File: src/sv/ipid_pkg.sv
// ----------------------------------------------------------------------------
// ipid_pkg
// Shared types, constants and microcode for the incremental PID current loop.
// ----------------------------------------------------------------------------
`default_nettype none

package ipid_pkg;

   // Field widths
   localparam int TargetWidth   = 16;
   localparam int MeasWidth     = 15;
   localparam int GainWidth     = 24;
   localparam int LimitWidth    = 7;
   localparam int PeriodWidth   = 16;
   localparam int PulseWidth    = 16;
   localparam int DutyWidth     = 24;
   localparam int ErrWidth      = 18;
   localparam int DiffWidth     = 20;
   localparam int MagWidth      = 23;
   localparam int ProdWidth     = 48;
   localparam int CsrIndexWidth = 3;
   localparam int CsrDataWidth  = 24;
   localparam int StepWidth     = 4;

   // Register reset values
   localparam logic [GainWidth-1:0]   GainPropReset  = 24'd66;
   localparam logic [GainWidth-1:0]   GainIntReset   = 24'd328;
   localparam logic [GainWidth-1:0]   GainDerivReset = 24'd0;
   localparam logic [LimitWidth-1:0]  DutyLimitReset = 7'd80;
   localparam logic [PeriodWidth-1:0] PwmPeriodReset = 16'd9600;

   // floor(x/100) == (x * RecipHundred) >> RecipShift for x < 2^23
   localparam logic [GainWidth-1:0] RecipHundred = 24'd10737419;
   localparam int RecipShift = 30;

   // Register indexes
   typedef enum logic [CsrIndexWidth-1:0] {
      CSR_GAIN_P   = 3'd0,
      CSR_GAIN_I   = 3'd1,
      CSR_GAIN_D   = 3'd2,
      CSR_LIMIT    = 3'd3,
      CSR_PERIOD   = 3'd4
   } csr_index_type;

   typedef struct packed {
      logic [GainWidth-1:0]   gain_p;
      logic [GainWidth-1:0]   gain_i;
      logic [GainWidth-1:0]   gain_d;
      logic [LimitWidth-1:0]  duty_limit;
      logic [PeriodWidth-1:0] pwm_period;
   } cfg_type;

   // Microcode fields
   typedef enum logic [2:0] {
      MUL_NONE,
      MUL_P,
      MUL_I,
      MUL_D,
      MUL_PERIOD,
      MUL_RECIP
   } mul_sel_type;

   typedef enum logic [1:0] {
      ACC_HOLD,
      ACC_LOAD,
      ACC_ADD
   } acc_op_type;

   typedef enum logic [1:0] {
      SEQ_NEXT,
      SEQ_WAIT_IN,
      SEQ_WAIT_OUT
   } seq_op_type;

   typedef logic [StepWidth-1:0] step_type;

   localparam step_type StepIdle   = 4'd0;
   localparam step_type StepMulP   = 4'd1;
   localparam step_type StepMulI   = 4'd2;
   localparam step_type StepMulD   = 4'd3;
   localparam step_type StepAccD   = 4'd4;
   localparam step_type StepCommit = 4'd5;
   localparam step_type StepMulPer = 4'd6;
   localparam step_type StepRecip  = 4'd7;
   localparam step_type StepEmit   = 4'd8;

   typedef struct packed {
      mul_sel_type mul_sel;
      acc_op_type  acc_op;
      logic        take_in;
      logic        commit;
      logic        emit;
      seq_op_type  seq_op;
      step_type    jump_to;
   } ctrl_word_type;

   typedef struct packed {
      logic in_valid;
      logic out_free;
   } seq_cond_type;

   // Control store
   function automatic ctrl_word_type ucode(input step_type step);
      ctrl_word_type w;
      w = '{mul_sel: MUL_NONE, acc_op: ACC_HOLD, take_in: 1'b0, commit: 1'b0,
            emit: 1'b0, seq_op: SEQ_NEXT, jump_to: StepIdle};
      unique case (step)
         StepIdle: begin
            w.take_in = 1'b1;
            w.seq_op  = SEQ_WAIT_IN;
         end
         StepMulP:   w.mul_sel = MUL_P;
         StepMulI: begin
            w.mul_sel = MUL_I;
            w.acc_op  = ACC_LOAD;
         end
         StepMulD: begin
            w.mul_sel = MUL_D;
            w.acc_op  = ACC_ADD;
         end
         StepAccD:   w.acc_op = ACC_ADD;
         StepCommit: w.commit = 1'b1;
         StepMulPer: w.mul_sel = MUL_PERIOD;
         StepRecip:  w.mul_sel = MUL_RECIP;
         StepEmit: begin
            w.emit    = 1'b1;
            w.seq_op  = SEQ_WAIT_OUT;
            w.jump_to = StepIdle;
         end
         default: begin
            w.seq_op  = SEQ_WAIT_OUT;
            w.jump_to = StepIdle;
         end
      endcase
      return w;
   endfunction

endpackage

`default_nettype wire

File: src/sv/ipid_useq.sv
// ----------------------------------------------------------------------------
// ipid_useq
// Step counter and control store; issues one control word per cycle.
// ----------------------------------------------------------------------------
`default_nettype none

module ipid_useq (
   input  wire                    clock,
   input  wire                    reset,
   input  ipid_pkg::seq_cond_type cond,
   output ipid_pkg::ctrl_word_type ctrl
);
   import ipid_pkg::*;

   step_type step_ff;
   step_type step_in;

   always_comb begin
      ctrl = ucode(step_ff);
   end

   always_comb begin
      step_in = step_ff;
      unique case (ctrl.seq_op)
         SEQ_NEXT:     step_in = step_ff + 4'd1;
         SEQ_WAIT_IN:  step_in = cond.in_valid ? step_ff + 4'd1 : step_ff;
         SEQ_WAIT_OUT: step_in = cond.out_free ? ctrl.jump_to : step_ff;
         default:      step_in = StepIdle;
      endcase
   end

   always_ff @(posedge clock) begin
      if (reset) begin
         step_ff <= StepIdle;
      end else begin
         step_ff <= step_in;
      end
   end

endmodule

`default_nettype wire

File: src/sv/ipid_dpath.sv
// ----------------------------------------------------------------------------
// ipid_dpath
// Error history, shared multiplier, accumulator, clamp and pulse scaling.
// ----------------------------------------------------------------------------
`default_nettype none

module ipid_dpath (
   input  wire                                       clock,
   input  wire                                       reset,
   input  ipid_pkg::ctrl_word_type                   ctrl,
   input  wire                                       in_fire,
   input  wire signed [ipid_pkg::TargetWidth-1:0]    target_current,
   input  wire        [ipid_pkg::MeasWidth-1:0]      measured_current,
   input  ipid_pkg::cfg_type                         cfg,
   output logic       [ipid_pkg::PulseWidth-1:0]     pulse_width,
   output logic                                      reverse,
   output logic signed [ipid_pkg::DutyWidth-1:0]     duty_value
);
   import ipid_pkg::*;

   logic signed [ErrWidth-1:0]  err_ff, err_in;
   logic signed [ErrWidth-1:0]  err_last_ff, err_prev_ff;
   logic signed [DutyWidth-1:0] duty_ff, duty_in;
   logic                        dir_ff, dir_in;
   logic signed [ProdWidth-1:0] prod_ff, prod_in;
   logic signed [ProdWidth-1:0] acc_ff, acc_in;

   logic signed [ErrWidth-1:0]  meas_signed;
   logic signed [DiffWidth-1:0] diff_p, diff_d;
   logic        [MagWidth-1:0]  duty_mag;
   logic        [GainWidth-1:0] op_a;
   logic signed [GainWidth-1:0] op_b;
   logic signed [ProdWidth:0]   mul_full;
   logic signed [ProdWidth-1:0] limit_pos;
   logic        [ProdWidth-RecipShift-2:0] pw_quot;

   // signed measurement follows the kept direction
   always_comb begin
      meas_signed = dir_ff ? -$signed({3'b000, measured_current})
                           :  $signed({3'b000, measured_current});
      err_in = ErrWidth'(target_current) - meas_signed;
   end

   always_comb begin
      diff_p = DiffWidth'(err_ff) - DiffWidth'(err_last_ff);
      diff_d = DiffWidth'(err_ff) + DiffWidth'(err_prev_ff)
             - (DiffWidth'(err_last_ff) <<< 1);
      duty_mag = duty_ff[DutyWidth-1] ? MagWidth'(-duty_ff) : MagWidth'(duty_ff);
   end

   // operand select for the one shared multiplier
   always_comb begin
      op_a = '0;
      op_b = '0;
      unique case (ctrl.mul_sel)
         MUL_P: begin
            op_a = cfg.gain_p;
            op_b = GainWidth'(diff_p);
         end
         MUL_I: begin
            op_a = cfg.gain_i;
            op_b = GainWidth'(err_ff);
         end
         MUL_D: begin
            op_a = cfg.gain_d;
            op_b = GainWidth'(diff_d);
         end
         MUL_PERIOD: begin
            op_a = GainWidth'(cfg.pwm_period);
            op_b = $signed({1'b0, duty_mag});
         end
         MUL_RECIP: begin
            op_a = RecipHundred;
            op_b = $signed({1'b0, prod_ff[MagWidth+15:16]});
         end
         default: ;
      endcase
      mul_full = $signed({1'b0, op_a}) * op_b;
      prod_in  = mul_full[ProdWidth-1:0];
   end

   always_comb begin
      case (ctrl.acc_op)
         ACC_LOAD: acc_in = ProdWidth'(duty_ff) + prod_ff;
         ACC_ADD:  acc_in = acc_ff + prod_ff;
         default:  acc_in = acc_ff;
      endcase
   end

   // clamp to +/- limit percent
   always_comb begin
      limit_pos = $signed({{(ProdWidth-LimitWidth-16){1'b0}}, cfg.duty_limit, 16'h0000});
      if (acc_ff > limit_pos) begin
         duty_in = DutyWidth'(limit_pos);
      end else if (acc_ff < -limit_pos) begin
         duty_in = DutyWidth'(-limit_pos);
      end else begin
         duty_in = DutyWidth'(acc_ff);
      end
      dir_in = (duty_in == '0) ? dir_ff : duty_in[DutyWidth-1];
   end

   always_ff @(posedge clock) begin
      if (reset) begin
         duty_ff     <= '0;
         dir_ff      <= 1'b0;
         err_last_ff <= '0;
         err_prev_ff <= '0;
      end else if (ctrl.commit) begin
         duty_ff     <= duty_in;
         dir_ff      <= dir_in;
         err_last_ff <= err_ff;
         err_prev_ff <= err_last_ff;
      end
   end

   // product register holds through steps without a multiply, so the
   // quotient survives a stalled emit step
   always_ff @(posedge clock) begin
      if (in_fire) begin
         err_ff <= err_in;
      end
      if (ctrl.mul_sel != MUL_NONE) begin
         prod_ff <= prod_in;
      end
      acc_ff  <= acc_in;
   end

   // product of the reciprocal step is nonnegative
   always_comb begin
      pw_quot = prod_ff[ProdWidth-2:RecipShift];
      if (duty_ff == '0) begin
         pulse_width = PulseWidth'(1);
      end else if (pw_quot > (ProdWidth-RecipShift-1)'({PulseWidth{1'b1}})) begin
         pulse_width = '1;
      end else begin
         pulse_width = pw_quot[PulseWidth-1:0];
      end
      reverse    = dir_ff;
      duty_value = duty_ff;
   end

endmodule

`default_nettype wire

File: src/sv/incremental_pid_current_to_pwm_top.sv
// ----------------------------------------------------------------------------
// incremental_pid_current_to_pwm_top
// Velocity-form PID current loop producing a PWM compare value and direction.
// ----------------------------------------------------------------------------
//
// Channel  Dir  Fields (lowest bit up)
// -------  ---  ------------------------------------------------------------
// req_     in   target_current[15:0], measured_current[30:16], pad to 32
// rsp_     out  pulse_width[15:0], reverse[16], duty_value[40:17], pad to 48
// csr_     in   wen, index (0 Kp, 1 Ki, 2 Kd, 3 limit, 4 period), wdata[23:0]
//
// One item runs through the nine-step microprogram, which passes five
// products through one 25x24 multiplier, and the program finishes one item
// before it takes the next.
// The next item is accepted as soon as the program is back at its idle
// step, even while the previous result still waits in the output register.
// A stalled result holds the program at its last step.
// Reset (synchronous, active high) clears duty, error history, direction,
// step counter and output valid, and loads the register defaults.
// ----------------------------------------------------------------------------
`default_nettype none

module incremental_pid_current_to_pwm_top (
   input  wire                                    clock,
   input  wire                                    reset,
   // item in: target_current[15:0], measured_current[30:16]
   input  wire                                    req_tvalid,
   output logic                                   req_tready,
   input  wire  [31:0]                            req_tdata,
   // item out: pulse_width[15:0], reverse[16], duty_value[40:17]
   output logic                                   rsp_tvalid,
   input  wire                                    rsp_tready,
   output logic [47:0]                            rsp_tdata,
   // register writes
   input  wire                                    csr_wen,
   input  wire  [ipid_pkg::CsrIndexWidth-1:0]     csr_index,
   input  wire  [ipid_pkg::CsrDataWidth-1:0]      csr_wdata
);
   import ipid_pkg::*;

   cfg_type       cfg_ff;
   ctrl_word_type ctrl;
   seq_cond_type  cond;

   logic in_fire;
   logic out_free;
   logic emit_go;

   logic                  rsp_valid_ff, rsp_valid_in;
   logic [PulseWidth-1:0] rsp_pw_ff;
   logic                  rsp_rev_ff;
   logic [DutyWidth-1:0]  rsp_duty_ff;

   logic [PulseWidth-1:0]       dp_pulse_width;
   logic                        dp_reverse;
   logic signed [DutyWidth-1:0] dp_duty;

   // register file
   always_ff @(posedge clock) begin
      if (reset) begin
         cfg_ff.gain_p     <= GainPropReset;
         cfg_ff.gain_i     <= GainIntReset;
         cfg_ff.gain_d     <= GainDerivReset;
         cfg_ff.duty_limit <= DutyLimitReset;
         cfg_ff.pwm_period <= PwmPeriodReset;
      end else if (csr_wen) begin
         unique case (csr_index)
            CSR_GAIN_P: cfg_ff.gain_p     <= csr_wdata;
            CSR_GAIN_I: cfg_ff.gain_i     <= csr_wdata;
            CSR_GAIN_D: cfg_ff.gain_d     <= csr_wdata;
            CSR_LIMIT:  cfg_ff.duty_limit <= csr_wdata[LimitWidth-1:0];
            CSR_PERIOD: cfg_ff.pwm_period <= csr_wdata[PeriodWidth-1:0];
            default: ;  // unused indexes are dropped
         endcase
      end
   end

   // handshakes; the output register frees up when its item is taken
   always_comb begin
      req_tready    = ctrl.take_in;
      in_fire       = req_tvalid && ctrl.take_in;
      out_free      = !rsp_valid_ff || rsp_tready;
      emit_go       = ctrl.emit && out_free;
      cond.in_valid = req_tvalid;
      cond.out_free = out_free;
   end

   ipid_useq u_useq (
      .clock (clock),
      .reset (reset),
      .cond  (cond),
      .ctrl  (ctrl)
   );

   ipid_dpath u_dpath (
      .clock            (clock),
      .reset            (reset),
      .ctrl             (ctrl),
      .in_fire          (in_fire),
      .target_current   (req_tdata[TargetWidth-1:0]),
      .measured_current (req_tdata[TargetWidth+MeasWidth-1:TargetWidth]),
      .cfg              (cfg_ff),
      .pulse_width      (dp_pulse_width),
      .reverse          (dp_reverse),
      .duty_value       (dp_duty)
   );

   // output register
   always_comb begin
      if (emit_go) begin
         rsp_valid_in = 1'b1;
      end else if (rsp_tready) begin
         rsp_valid_in = 1'b0;
      end else begin
         rsp_valid_in = rsp_valid_ff;
      end
   end

   always_ff @(posedge clock) begin
      if (reset) begin
         rsp_valid_ff <= 1'b0;
      end else begin
         rsp_valid_ff <= rsp_valid_in;
      end
   end

   always_ff @(posedge clock) begin
      if (emit_go) begin
         rsp_pw_ff   <= dp_pulse_width;
         rsp_rev_ff  <= dp_reverse;
         rsp_duty_ff <= dp_duty;
      end
   end

   always_comb begin
      rsp_tvalid = rsp_valid_ff;
      rsp_tdata  = {7'b0000000, rsp_duty_ff, rsp_rev_ff, rsp_pw_ff};
   end

   // ------------------------------------------------------------------------
   // Checks
   // ------------------------------------------------------------------------

   // program leaves idle right after taking an item
   a_one_item_at_a_time : assert property (@(posedge clock) disable iff (reset)
      (req_tvalid && req_tready) |=> !req_tready)
      else $error("input taken twice in a row");

   // zero duty gives a pulse width of one
   a_zero_duty_pulse : assert property (@(posedge clock) disable iff (reset)
      (rsp_tvalid && rsp_duty_ff == '0) |-> (rsp_pw_ff == PulseWidth'(1)))
      else $error("zero duty without unit pulse");

   // direction follows the sign of a nonzero duty
   a_dir_matches_sign : assert property (@(posedge clock) disable iff (reset)
      (rsp_tvalid && rsp_duty_ff != '0) |-> (rsp_rev_ff == rsp_duty_ff[DutyWidth-1]))
      else $error("direction disagrees with duty sign");

endmodule

`default_nettype wire
File: config.mk
export PLATFORM = sky130hd
export DESIGN_NAME = incremental_pid_current_to_pwm_top
export DESIGN_NICKNAME = d
export VERILOG_FILES = /design/src/sv/ipid_pkg.sv /design/src/sv/ipid_useq.sv /design/src/sv/ipid_dpath.sv /design/src/sv/incremental_pid_current_to_pwm_top.sv
export SDC_FILE = /design/constraint.sdc
export NUM_CORES = 2
export LEC_CHECK = 0
export ABC_AREA = 1
export BUFFER_PORTS_ARGS = -buffer_cell sky130_fd_sc_hd__buf_2
export CORE_MARGIN = 4
export CORE_UTILIZATION = 28
export CTS_CLUSTER_SIZE = 16
export DETAILED_ROUTE_END_ITERATION = 10
export SKIP_LAST_GASP = 1
export SLEW_MARGIN = 20
export SYNTH_ARGS = -nofsm -noshare
export SYNTH_HDL_FRONTEND = slang
export SYNTH_SLANG_ARGS = --single-unit
File: constraint.sdc
create_clock -name clock -period 9.5 [get_ports clock]
set_clock_uncertainty 0.15 [all_clocks]
set_input_delay 0.95 -clock clock [delete_from_list [all_inputs] [get_ports clock]]
set_output_delay 0.95 -clock clock [all_outputs]
set_load 0.01 [all_outputs]
Word-level counts from Yosys, hierarchy flattened
Index checks and enable logic that the tools add are counted.
- bits in registers: 316
- input bits: 64
- output and inout port bits: 50
- word-level logic and storage cells: 97
- add/subtract/negate cells: 10
- $mul: 1
- order comparisons: 3
- equality and inequality tests: 23
- multiplexer cells: 19
- bitwise operators: 1
- reduce and logical (&&, ||, !) cells: 22
- operators with widths (operator ; count):
    one-hot mux 24 bit (5 select lines) ; 2
    one-hot mux 48 bit (2 select lines) ; 1
    adder 24 x 48 -> 48 bit ; 1
    adder 48 bit ; 1
    > comparator 48 x 24 -> 1 bit ; 1
    logical NOT 24 bit ; 2
    less-than comparator 48 bit ; 1
    multiplier 25 x 24 -> 48 bit ; 1
    two-way mux 24 bit ; 2
    negator 23 -> 48 bit ; 1
    two-way mux 23 bit ; 1
    negator 23 bit ; 1
    subtractor 19 x 19 -> 20 bit ; 1
    adder 18 x 18 -> 19 bit ; 1
    subtractor 18 x 18 -> 19 bit ; 1
    two-way mux 18 bit ; 1
    negator 15 -> 18 bit ; 1
    subtractor 16 x 18 -> 18 bit ; 1
    > comparator 17 x 16 -> 1 bit, second input constant ; 1
    == test 4 x 3 -> 1 bit, second input constant ; 4
    two-way mux 16 bit ; 1
    one-hot mux 3 bit (5 select lines) ; 1
    AND reduction 2 bit ; 7
    == test 3 x 2 -> 1 bit, second input constant ; 4
    other kinds (24) ; 40

Logic depth before layout (Yosys ltp)
- depth after elaboration: 7
- depth in mapped cells: 48
- mapped depth without buffers: 47

Modules after synthesis
From an unflattened synthesis, not the netlist that was laid out.
- cell total of the unflattened synthesis: 5067
- area, all modules: 39704.3 um^2
- modules (own cells, without submodules) (module ; times used ; cells each ; area an instance (um^2) ; sequential area each (um^2)):
    ipid_dpath ; 1 ; 4391 ; 34082.7 ; 4644.5
    incremental_pid_current_to_pwm_top ; 1 ; 605 ; 5183.7 ; 3153.0
    ipid_useq ; 1 ; 71 ; 437.9 ; 80.1

Worst setup path after synthesis
OpenSTA, ideal clock, no wires.
- path type: register -> register
- start: register u_dpath.err_prev_ff[2]
- end: register u_dpath.prod_ff[44], data pin
- library setup time: 0.259 ns
- data arrival time: 8.039 ns
- data required time: 9.091 ns
- setup slack: 1.052 ns
- cell stages (with the launch flop): 45
- path buffers: 1
- clock period less this slack: 8.448 ns
- cell sequence: dfxtp_1 -> inv_1 -> fa_1 -> inv_1 -> ha_1 -> nand2_1 -> nand2_1 -> a21oi_2 -> nor2_1 -> nor2_1 -> o21ai_2 -> nand2_1 -> nand2_2 -> nand3_1 -> nand3b_1 -> nand3_2 -> nand3_4 -> inv_2 -> (+9 left out) -> inv_1 -> fa_1 -> fa_1 -> inv_1 -> fa_1 -> inv_1 -> ha_1 -> nand2_1 -> nor2_1 -> inv_1 -> nor4_1 -> nand3_1 -> o2111ai_1 -> nand3_1 -> nand2_1 -> nand3_1 -> nand2_1 -> xor2_1
- cells in the longest elaborated chain, start to end: 4
- ends and longest elaborated chain (what ; line ; source):
    start: declaration ; ipid_dpath.sv:22 ; logic signed [ErrWidth-1:0] err_last_ff, err_prev_ff;
    start signal: assignment ; ipid_dpath.sv:113 ; err_prev_ff <= err_last_ff;
    adder 18 x 18 -> 19 bit ; ipid_dpath.sv:46 ; diff_d = DiffWidth'(err_ff) + DiffWidth'(err_prev_ff)
    subtractor 19 x 19 -> 20 bit ; ipid_dpath.sv:47 ; - (DiffWidth'(err_last_ff) <<< 1);
    one-hot mux 24 bit (5 select lines) ; ipid_dpath.sv:55 ; unique case (ctrl.mul_sel)
    multiplier 25 x 24 -> 48 bit ; ipid_dpath.sv:78 ; mul_full = $signed({1'b0, op_a}) * op_b;
    named net u_dpath.mul_full[44] ; ipid_dpath.sv:33 ; logic signed [ProdWidth:0] mul_full;
    end signal: assignment ; ipid_dpath.sv:124 ; prod_ff <= prod_in;
    end: declaration ; ipid_dpath.sv:25 ; logic signed [ProdWidth-1:0] prod_ff, prod_in;
The timed path passes the listed nets, and every way through them passes these cells.
A chain may end at the register's enable or synchronous reset.

Worst setup path in the final report
- start: register u_dpath.err_ff[7]
- end: register u_dpath.prod_ff[47], data pin
- cells in the longest elaborated chain, start to end: 4
- elaborated cells on any way between the ends: 5
- classes of those cells: 3 x add/sub; 1 x mul; 1 x mux
- ends and longest elaborated chain (what ; line ; source):
    start: declaration ; ipid_dpath.sv:21 ; logic signed [ErrWidth-1:0] err_ff, err_in;
    start signal: assignment ; ipid_dpath.sv:121 ; err_ff <= err_in;
    adder 18 x 18 -> 19 bit ; ipid_dpath.sv:46 ;
    subtractor 19 x 19 -> 20 bit ; ipid_dpath.sv:47 ;
    one-hot mux 24 bit (5 select lines) (*) ; ipid_dpath.sv:55 ;
    multiplier 25 x 24 -> 48 bit (*) ; ipid_dpath.sv:78 ;
    named net u_dpath.mul_full[47] ; ipid_dpath.sv:33 ;
The timed path passes the listed nets; every way through them passes the cells marked *.

==> impl_metrics.toml <==
[global_route]
grt_max_degree = 120
grtUsageTotal = 0.167
grt_pass1_wl_mm = 193
gr-total-overflow = 0
first_global_vias = 33800
antenna_found_initial = 4

[placed_design]
io_buffers = 105
gp_congestion = 0.950
pre_cts_ws_ns = 0.0324
dp_hpwl_mm = 103
place_inst = 6996

[run]
drv_cap = 0

[sta]
fin_ws_ns = 0.343
tightest_slew_ns = 1.11
fmax_mhz = 109
worst_hold_slack_ns = 0.298
slew_headroom = 0.256
layout_min_cycle_time_ns = 9.16
hold_violations = 0
final-setup-viol-count = 0
fin_setup_tns_ns = 0
rsz0062_at_grt = "yes"
fin_crit_sh = 0.964
timing.final.max_slew_violations = 0

[routing]
via_count = 33200
drc = 0
first_pass_iters = 6
antenna_left = 0
avgViaCountPerCell = 4.68
wirelength_mm = 124
drtIter0Drc = 2421
wl_per_cell_um = 17.6

[critical_path]
cp_max_fo = 14
end_kind = "flip-flop"
critPathMaxStageDelay_ns = 0.57
worstSetupStartpointType = "flip-flop"
reg2reg_depth = 40
critPathRequiredTime_ns = 9.68
reg2reg_slack_ns = 0.34
cpMaxStageDelayCell = "fa_1"
worstSetupPathType = "flip-flop to flip-flop"
critical_path_arrival_ns = 9.34

[pwr]
max-vdd-ir-drop_mv = 0.156
powerDensity_mw_per_mm2 = 256
power.leakage_uw = 0.0223
total_power_uw = 11600

[yosys]
synth.yosys.seq_area_share = 0.200
synthArstFlopShare = 0
yosys_most_used_dff = "dfxtp_1"
synthTopCellsByArea = "fa_1, edfxtp_1, ha_1"
synth_cell_types = 62
netlist_instances = 4977
yosysWarnings = 0
syn_area_per_cell_um2 = 7.93
netlist_area_mm2 = 0.0395
synth_top_cell_by_area = "fa_1"
synth_top_area_frac = 0.255
synth-edff-count = 155
synth_most_common_cell = "inv_1"
synth-seq-cells = 316
synth_commonest_cells = "inv_1, nand2_1, fa_1, nor2_1, ha_1"

[status]
outcome = "finished, final reports clean"

[hold_path]
hold_depth = 2
hold_path_class = "flip-flop to flip-flop"

[floorplan]
dieWidth_um = 383
start_util = 0.283
rows = 137
die_y_um = 383
core_area_mm2 = 0.140
io_pins = 114
die_area_mm2 = 0.147

[clock_network]
cts_buffers = 39
postCtsHoldBufs = 0
clk_latency_ns = 0.60
clock_path_buffers = 3
cts_tree = "yes"
clock-root-buffer = "clkbuf_16"
cts_htree_levels = 2
cts.sinks = 316
clk_pin_slew_ns = 0.06

[final_layout]
layout.cells.non_filler = 7080
area_growth_pct = 14.7
final_nets = 6083
layout-drive-gt1-share = 0.100
==> repair_timing <==
action                                 4_1_cts  5_1_grt
resized for setup                            1       74
setup buffers                                0       10
endpoints found under the hold margin        0        0
pin swaps                                    0       20
gates cloned                                 0        1
setup endpoints to repair                    1       24
==> through the flow <==
step	instance area, um^2	utilization
after global routing	45300	0.324
after detailed placement	43400	0.311
final	45300	0.324
after global placement	43400	0.311
after floorplan	39500	-
after CTS	44800	0.321
==> sequential cells by signal, summed over array words and instances, names as in the netlist <==
register	count
cfg_ff	95
u_dpath.acc_ff	48
u_dpath.prod_ff	48
rsp_duty_ff	24
u_dpath.duty_value	24
u_dpath.err_ff	18
u_dpath.err_last_ff	18
u_dpath.err_prev_ff	18
rsp_pw_ff	16
u_useq.step_ff	4
rsp_rev_ff	1
rsp_tvalid	1
u_dpath.reverse	1
==> cells by family after synthesis <==
group,count (synthesis),share of synthesized area
xor+xnor,132,0.0293
buf+inv,1273,0.126
fa+ha+maj,847,0.364
compound gates,799,0.113
simple gates,1609,0.167
other cells,1,0.0000950
flops,316,0.200
==> report_power, final <==
group | internal (uW) | switching (uW) | leakage (uW)
Sequential | 1920 | 262 | 0.00276
Combinational | 2860 | 4930 | 0.0189
Clock | 950 | 656 | 0.000675
==> final cells by class <==
type	instances	area, um^2
Antenna cell	2	5.00
Clock buffer	50	1070
Clock inverter	21	317
Fill cell	14600	94400
Inverter	1099	4140
Multi-Input combinational cell	3394	27000
Sequential cell	316	7880
Tap cell	1876	2350
Timing Repair Buffer	322	2490
==> layer usage <==
layer	wire (um)	global-route usage	vias up
met5	0	0	-
met4	4420	0.0541	0
met3	7640	0.0225	183
met2	58100	0.281	932
met1	54200	0.222	16100
li1	-	-	15900
==> worst max-delay path: cells and delay by family, from the launching register on <==
kind	cells	cell delay, ns
buf+inv	10	0.87
compound gates	10	1.66
flops	1	0.37
fa+ha+maj	10	4.85
simple gates	10	0.98
==> worst paths after layout <==
kind | start | to
max reg2reg | u_dpath.err_ff[7] | u_dpath.prod_ff[47]
max | u_dpath.err_ff[7] | u_dpath.prod_ff[47]
min | cfg_ff[66] | cfg_ff[66]
min reg2reg | cfg_ff[66] | cfg_ff[66]
==> cells in the final DEF (no fill, tap or decap), drive strengths merged, types with 6 or more instances in the layout <==
master   count
nand3       97
a21oi      333
edfxtp     155
xor2        82
clkinv      19
buf        321
nand3b       6
o21bai       6
o21a         6
clkbuf      51
a21o        13
a21boi       9
o21ai      287
nand2     1014
ha         344
conb         7
xnor2       50
dfxtp      161
o211ai      19
nor2       381
nand4       37
a211oi      13
o22ai       15
a31oi       54
inv       1095
fa         503
or2          9
nor4        12
o2111ai     14
nor3        45
o221ai       6
o31ai       11
(Power assumes the default switching activity.)
